File: src/sv/ans_pkg.sv
// ----------------------------------------------------------------------------
// ans_pkg
// Shared types and constants of the Annex B NAL unit splitter.
// ----------------------------------------------------------------------------
package ans_pkg;

  localparam logic [4:0] NAL_TYPE_MASK = 5'h1F;
  localparam logic [4:0] NAL_TYPE_AUD  = 5'h09;

  // Results one stream byte can cause at most.
  localparam int MAX_RES     = 5;
  localparam int RES_CNT_W   = 3;
  localparam int QUEUE_DEPTH = 4;

  typedef struct packed {
    logic [7:0] data_byte;
    logic       stream_end;
  } in_t;

  typedef struct packed {
    logic [7:0] out_byte;
    logic [4:0] nal_type;
    logic       first_of_nal;
    logic       last_of_nal;
  } out_t;

  typedef out_t [MAX_RES-1:0] res_list_t;

  // All results of one stream byte.
  typedef struct packed {
    logic [RES_CNT_W-1:0] cnt;
    res_list_t            res;
  } ent_t;

endpackage

File: src/sv/ans_queue.sv
// ----------------------------------------------------------------------------
// ans_queue
// Queue of per-byte result groups, drained one result per transaction.
// ----------------------------------------------------------------------------
module ans_queue #(
  parameter int DEPTH = ans_pkg::QUEUE_DEPTH
) (
  input  logic          clk,
  input  logic          rst,
  input  logic          push,
  input  ans_pkg::ent_t entry,
  output logic          room,
  output logic          out_valid,
  input  logic          out_ready,
  output ans_pkg::out_t out_data
);

  localparam int PTR_W = (DEPTH > 1) ? $clog2(DEPTH) : 1;
  localparam int CNT_W = $clog2(DEPTH + 1);

  ans_pkg::ent_t mem [DEPTH];
  logic [PTR_W-1:0] wr_ptr;
  logic [PTR_W-1:0] rd_ptr;
  logic [CNT_W-1:0] count;
  logic [ans_pkg::RES_CNT_W-1:0] sel;
  logic pop;
  logic out_fire;

  // A byte in flight may still add one group, so keep two slots in hand.
  assign room      = (count <= CNT_W'(DEPTH - 2));
  assign out_valid = (count != '0);
  assign out_data  = mem[rd_ptr].res[sel];
  assign out_fire  = out_valid && out_ready;
  assign pop       = out_fire && (sel == mem[rd_ptr].cnt - 1'b1);

  always_ff @(posedge clk) begin
    if (push) begin
      mem[wr_ptr] <= entry;
    end
  end

  always_ff @(posedge clk) begin
    if (rst) begin
      wr_ptr <= '0;
      rd_ptr <= '0;
      count  <= '0;
      sel    <= '0;
    end else begin
      if (push) begin
        wr_ptr <= (wr_ptr == PTR_W'(DEPTH - 1)) ? '0 : wr_ptr + 1'b1;
      end
      if (pop) begin
        rd_ptr <= (rd_ptr == PTR_W'(DEPTH - 1)) ? '0 : rd_ptr + 1'b1;
        sel    <= '0;
      end else if (out_fire) begin
        sel <= sel + 1'b1;
      end
      count <= count + CNT_W'(push) - CNT_W'(pop);
    end
  end

endmodule

File: config.mk
export PLATFORM = sky130hd
export DESIGN_NAME = ans_queue
export DESIGN_NICKNAME = d
export VERILOG_FILES = /design/src/sv/ans_pkg.sv /design/src/sv/ans_queue.sv
export SDC_FILE = /design/constraint.sdc
export NUM_CORES = 1
export LEC_CHECK = 0
export ABC_AREA = 0
export BUFFER_PORTS_ARGS = -buffer_cell sky130_fd_sc_hd__clkbuf_2
export CAP_MARGIN = 20
export CORE_MARGIN = 5
export CORE_UTILIZATION = 54
export DETAILED_ROUTE_END_ITERATION = 10
export PLACE_DENSITY = 0.76
export SLEW_MARGIN = 20
export SYNTH_ARGS = -nofsm -noshare
export SYNTH_HDL_FRONTEND = slang
export SYNTH_SLANG_ARGS = --single-unit
File: constraint.sdc
create_clock -name clk -period 3.5 [get_ports clk]
set_input_delay 0.35 -clock clk [delete_from_list [all_inputs] [get_ports clk]]
set_output_delay 0.35 -clock clk [all_outputs]
set_load 0.02 [all_outputs]
---- Word level (Yosys, flattened, before mapping) ----
Memory sizes are Yosys's and may differ from the RTL's. A register that Yosys moved wholly into a read port is not among the register bits.
Cells that the tools add are included.
cells by class
  equal/unequal tests ..................... 3
  $mul .................................... 0
  div/mod/pow operators ................... 0
  reduce and logical (&&, ||, !) cells .... 4
  $lt $le $gt $ge ......................... 2
  bitwise gates (word level) .............. 0
  add/subtract/negate cells ............... 6
  muxes and demuxes ....................... 8
  shifts and indexed selects .............. 0
operator list
  operator                                             number
  binary-select mux 15 bit (select 3 bit)              1
  2-to-1 mux 15 bit                                    1
  2-to-1 mux 2 bit                                     4
  adder 2 x 1 -> 2 bit, second input constant          2
  == test 2 bit, second input constant                 2
  < comparator 3 x 4 -> 1 bit, second input constant   1
  adder 3 x 1 -> 3 bit                                 1
  adder 3 x 1 -> 3 bit, second input constant          1
  == test 3 bit                                        1
  <= comparator 3 x 2 -> 1 bit, second input constant  1
  nonzero test 3 bit                                   1
  subtractor 3 x 1 -> 3 bit                            1
  subtractor 3 x 1 -> 3 bit, second input constant     1
  logical AND 1 bit                                    2
  2-to-1 mux 1 bit                                     2
  OR reduction 2 bit                                   1
word-level totals
  bits in latches ......................... 0
  logic and storage cells ................. 28
  flip-flop bits (word level) ............. 10
  input bits .............................. 82
  memories ................................ 1
  RAM bits ................................ 312
  ROM bits ................................ 0
  output and inout port bits .............. 17
memory list
  memory  words  bits a word  read ports  clocked after Yosys merged registers in  write ports  line             text
  mem     4      78           1           1                                        1            ans_queue.sv:21  ans_pkg::ent_t mem [DEPTH];

---- Longest topological paths before layout ----
  depth after elaboration ................. 5
  mapped depth ............................ 16
  depth with buffers taken out ............ 12

---- Worst setup path after synthesis ----
Ideal clock, no wire load.
  kind .................................... register -> register
  from .................................... register with a tool-made name
  to ...................................... register count[2]
  period minus slack after synthesis ...... 3.391 ns
  library setup time ...................... 0.127 ns
  setup slack ............................. 0.109 ns
  cell stages (with the launch flop) ...... 16
  buffers on the path ..................... 3
  arrival time ............................ 3.264 ns
  required time ........................... 3.373 ns
  cells stage by stage .................... dfxtp_1 -> buf_4 -> buf_2 -> buf_2 -> mux4_2 -> inv_1 -> ha_1 -> xor2_1 -> nand3_1 -> nor3_4 -> xor2_1 -> ha_1 -> inv_1 -> fa_1 -> xnor2_1 -> nor2_1
RTL lines
  what                  line             text
  end signal, assigned  ans_queue.sv:58  count <= count + CNT_W'(push) - CNT_W'(pop);
  end, declared         ans_queue.sv:24  logic [CNT_W-1:0] count;

==> run metrics <==
Post-synth EDFFs=around 310; DRC viols=0; I/O pins=99; clk buf depth=3; final non-filler cell total=between 1,000 and 1,500; initial DRC count=between 500 and 600; max_slew headroom=0.427; worst min-delay path class=in2reg; All-Layer GR Usage=0.193; commonest non-fill, non-tap cell in the layout=edfxtp_1; DRT Wirelength=roughly 25 mm; Post-Syn Area per Cell=about 20 µm²; fin crit share=0.936; critical path, cell by cell=buf_4, mux4_2, mux2i_1, o311ai_0, clkbuf_2; Max H-tree Level=1; vias in the first global route=6,727; CTS Root Cell=clkbuf_16; core area=~23,000 µm²; via count=around 6,300; vias per cell=a little under 6; Pwr per Cell Area=roughly 600 nW/µm²; post-cts resize count=0; fillers=1,624; pin count of the biggest net entering global routing=just under 70; Seq/Total Area, Yosys=0.754; CP required=roughly 3.2 ns; WS Path Type=reg2out; Horiz. Die Dim=164 µm; Num Clock Sinks=324; Worst setup SP type=register; CTS buffer count=31; Nets=~840; internal power=between 6 and 7 mW; placer congestion estimate=roughly 0.77; first-pass GRT wire length=39.1 mm; leading area contributor after synthesis=edfxtp_1; Storage cell area=about 9600 µm²; Final Skew=~0.0068 ns; fin crit period=3.28 ns; CTS Hold Bufs=6; Cells after Synth=between 600 and 700; CP Data Arrival Time=2.93 ns; Main synth FF type=edfxtp_1; leakage power=about 4.7 nW; post-CTS setup buffers=0; placed wire-length estimate=15.4 mm; Worst VDD drop=~0.52 mV; dpl cells=1,024; Die Y=approximately 160 µm; Routed WL per cell=23.0 µm; minimum hold slack=0.0212 ns; clock network fraction of design power=0.339; global route overflow=0; most frequent cells in the layout=edfxtp_1 (312), clkbuf_2 (98), mux4_2 (58); footprint of the multi-input gates=approximately 3000 µm²; setup TNS=0 ns; switching pwr=2.13 mW; Area Overhead vs Synth=14.7%; Mapped Area=roughly 13,000 µm²; antenna violations before repair=1; Synth area leaders=edfxtp_1 (73%), mux4_2 (10%), mux2i_1 (3.4%), mux2_2 (1.9%), dfxtp_1 (1.9%); Die ar.=26,800 µm²; Clock Pin Slew Worst Setup and Hold Paths=roughly 0.060 ns; FF+latch count, synth=approximately 320; # setup viols final=0; critical path fanouts, max=52; post-synth top area share=0.735; Synth warnings=0; port buffer count=between 90 and 100; Worst path slowest cell=o311ai_0; Max Cap Violations=0; CTS tree=built; share of layout cells above drive strength 1=0.317; TritonRoute pass-1 iters=5; Comb pwr share=0.140; CP max stage delay=between 0.7 and 0.8 ns; synthesized net count=between 700 and 800; critical path capture point type=primary output; outcome=finished, final reports clean; switch share=0.244; RSZ-0062 raised after global routing=no; FFs w/ async S/R, synth=0; Flop pwr share=0.521; Synth cell types=34; final antenna-violating net count=0; fmax=between 0.3 and 0.4 GHz; Clock Latency Late Sink=between 0.5 and 0.6 ns; worst-margin pin slew=approximately 0.85 ns; Slew Limit Fails=0; row count=56; Initial Util=0.546; final hold vios=0
==> kinds of logic after synthesis <==
group	share of synthesized area
and+or+nand+nor	0.0206
adders and majority gates	0.0104
buffers and inverters	0.0143
DFF	0.754
muxes	0.157
xor gates and xnor gates	0.00667
AOI/OAI and AO/OA	0.0369
==> cell type report <==
| class | instances | share of cell area |
|---|---|---|
| diodes | 2 | 0.000342 |
| clock buffers | 38 | 0.0548 |
| clock inverters | 18 | 0.00625 |
| inverters | 7 | 0.00180 |
| multi-input cells | 259 | 0.203 |
| flip-flops and latches | 324 | 0.658 |
| well taps | 319 | 0.0273 |
| repair buffers | 121 | 0.0489 |
==> Yosys cell counts, types with 5 or more instances <==
master    instances
a21oi_1          13
o21ai_0          16
mux4_2           58
nand2_1           5
o221ai_1         10
clkbuf_1         17
nor2_1            6
o21bai_1         10
nand3b_1         10
ha_1              9
inv_1             7
o21a_1           10
mux2_2           22
dfxtp_1          12
nor2b_1           5
buf_2            14
o22ai_1          10
mux2i_1          43
and2_1            7
edfxtp_1        312
==> stage by stage <==
| stage | worst slack, ns | utilization | power, mW | instance area [µm²] |
|---|---|---|---|---|
| finish | 0.223 | 0.627 | 8.72 | 14600 |
| global route | 0.129 | 0.627 | 9.08 | 14600 |
| CTS | 0.254 | 0.627 | 8.79 | 14600 |
| detailed placement | 0.516 | 0.586 | 5.85 | 13700 |
| global placement | 0.540 | 0.586 | 5.80 | 13700 |
| floorplan | 0.109 | - | 5.41 | 12700 |
==> worst paths after layout <==
check | startpoint | end | slack [ns] | depth (start not counted)
max | register | out_data[11] | 0.22 | 5
min | entry[11] | mem[2][11]$_DFFE_PP_ | 0.02 | 1
max reg2reg | register | count[2]$_SDFF_PP0_ | 0.56 | 10
min reg2reg | rd_ptr[1]$_SDFFE_PP0P_ | rd_ptr[1]$_SDFFE_PP0P_ | 0.52 | 2
==> critical path: cells and delay by family, from the launching register on <==
| family | cells | cell delay [ns] |
|---|---|---|
| AOI/OAI and AO/OA | 1 | 0.73 |
| buffers and inverters | 2 | 0.82 |
| DFF | 1 | 0.36 |
| muxes | 2 | 0.43 |
==> state kept, by name (all words and copies together), names as in the netlist, named ones only <==
name,cells
rd_ptr,2
count,3
mem,312
sel,3
wr_ptr,2
==> power by group through the flow <==
stage | logic (mW) | registers (mW) | clock network [mW]
final | 1.22 | 4.54 | 2.96
after global routing | 1.32 | 4.56 | 3.20
after CTS | 1.24 | 4.55 | 3.01
after detailed placement | 1.22 | 4.63 | 0
after global placement | 1.19 | 4.61 | 0
after floorplan | 0.833 | 4.58 | 0
==> per-layer routing <==
| layer | vias up | global-route usage | routed length, µm |
|---|---|---|---|
| met5 | - | 0 | 0 |
| met1 | 3213 | 0.265 | 10200 |
| li1 | 2810 | - | - |
| met2 | 221 | 0.327 | 12600 |
| met4 | 0 | 0.0461 | 550 |
| met3 | 40 | 0.0333 | 1640 |
(Power assumes the default switching activity.)
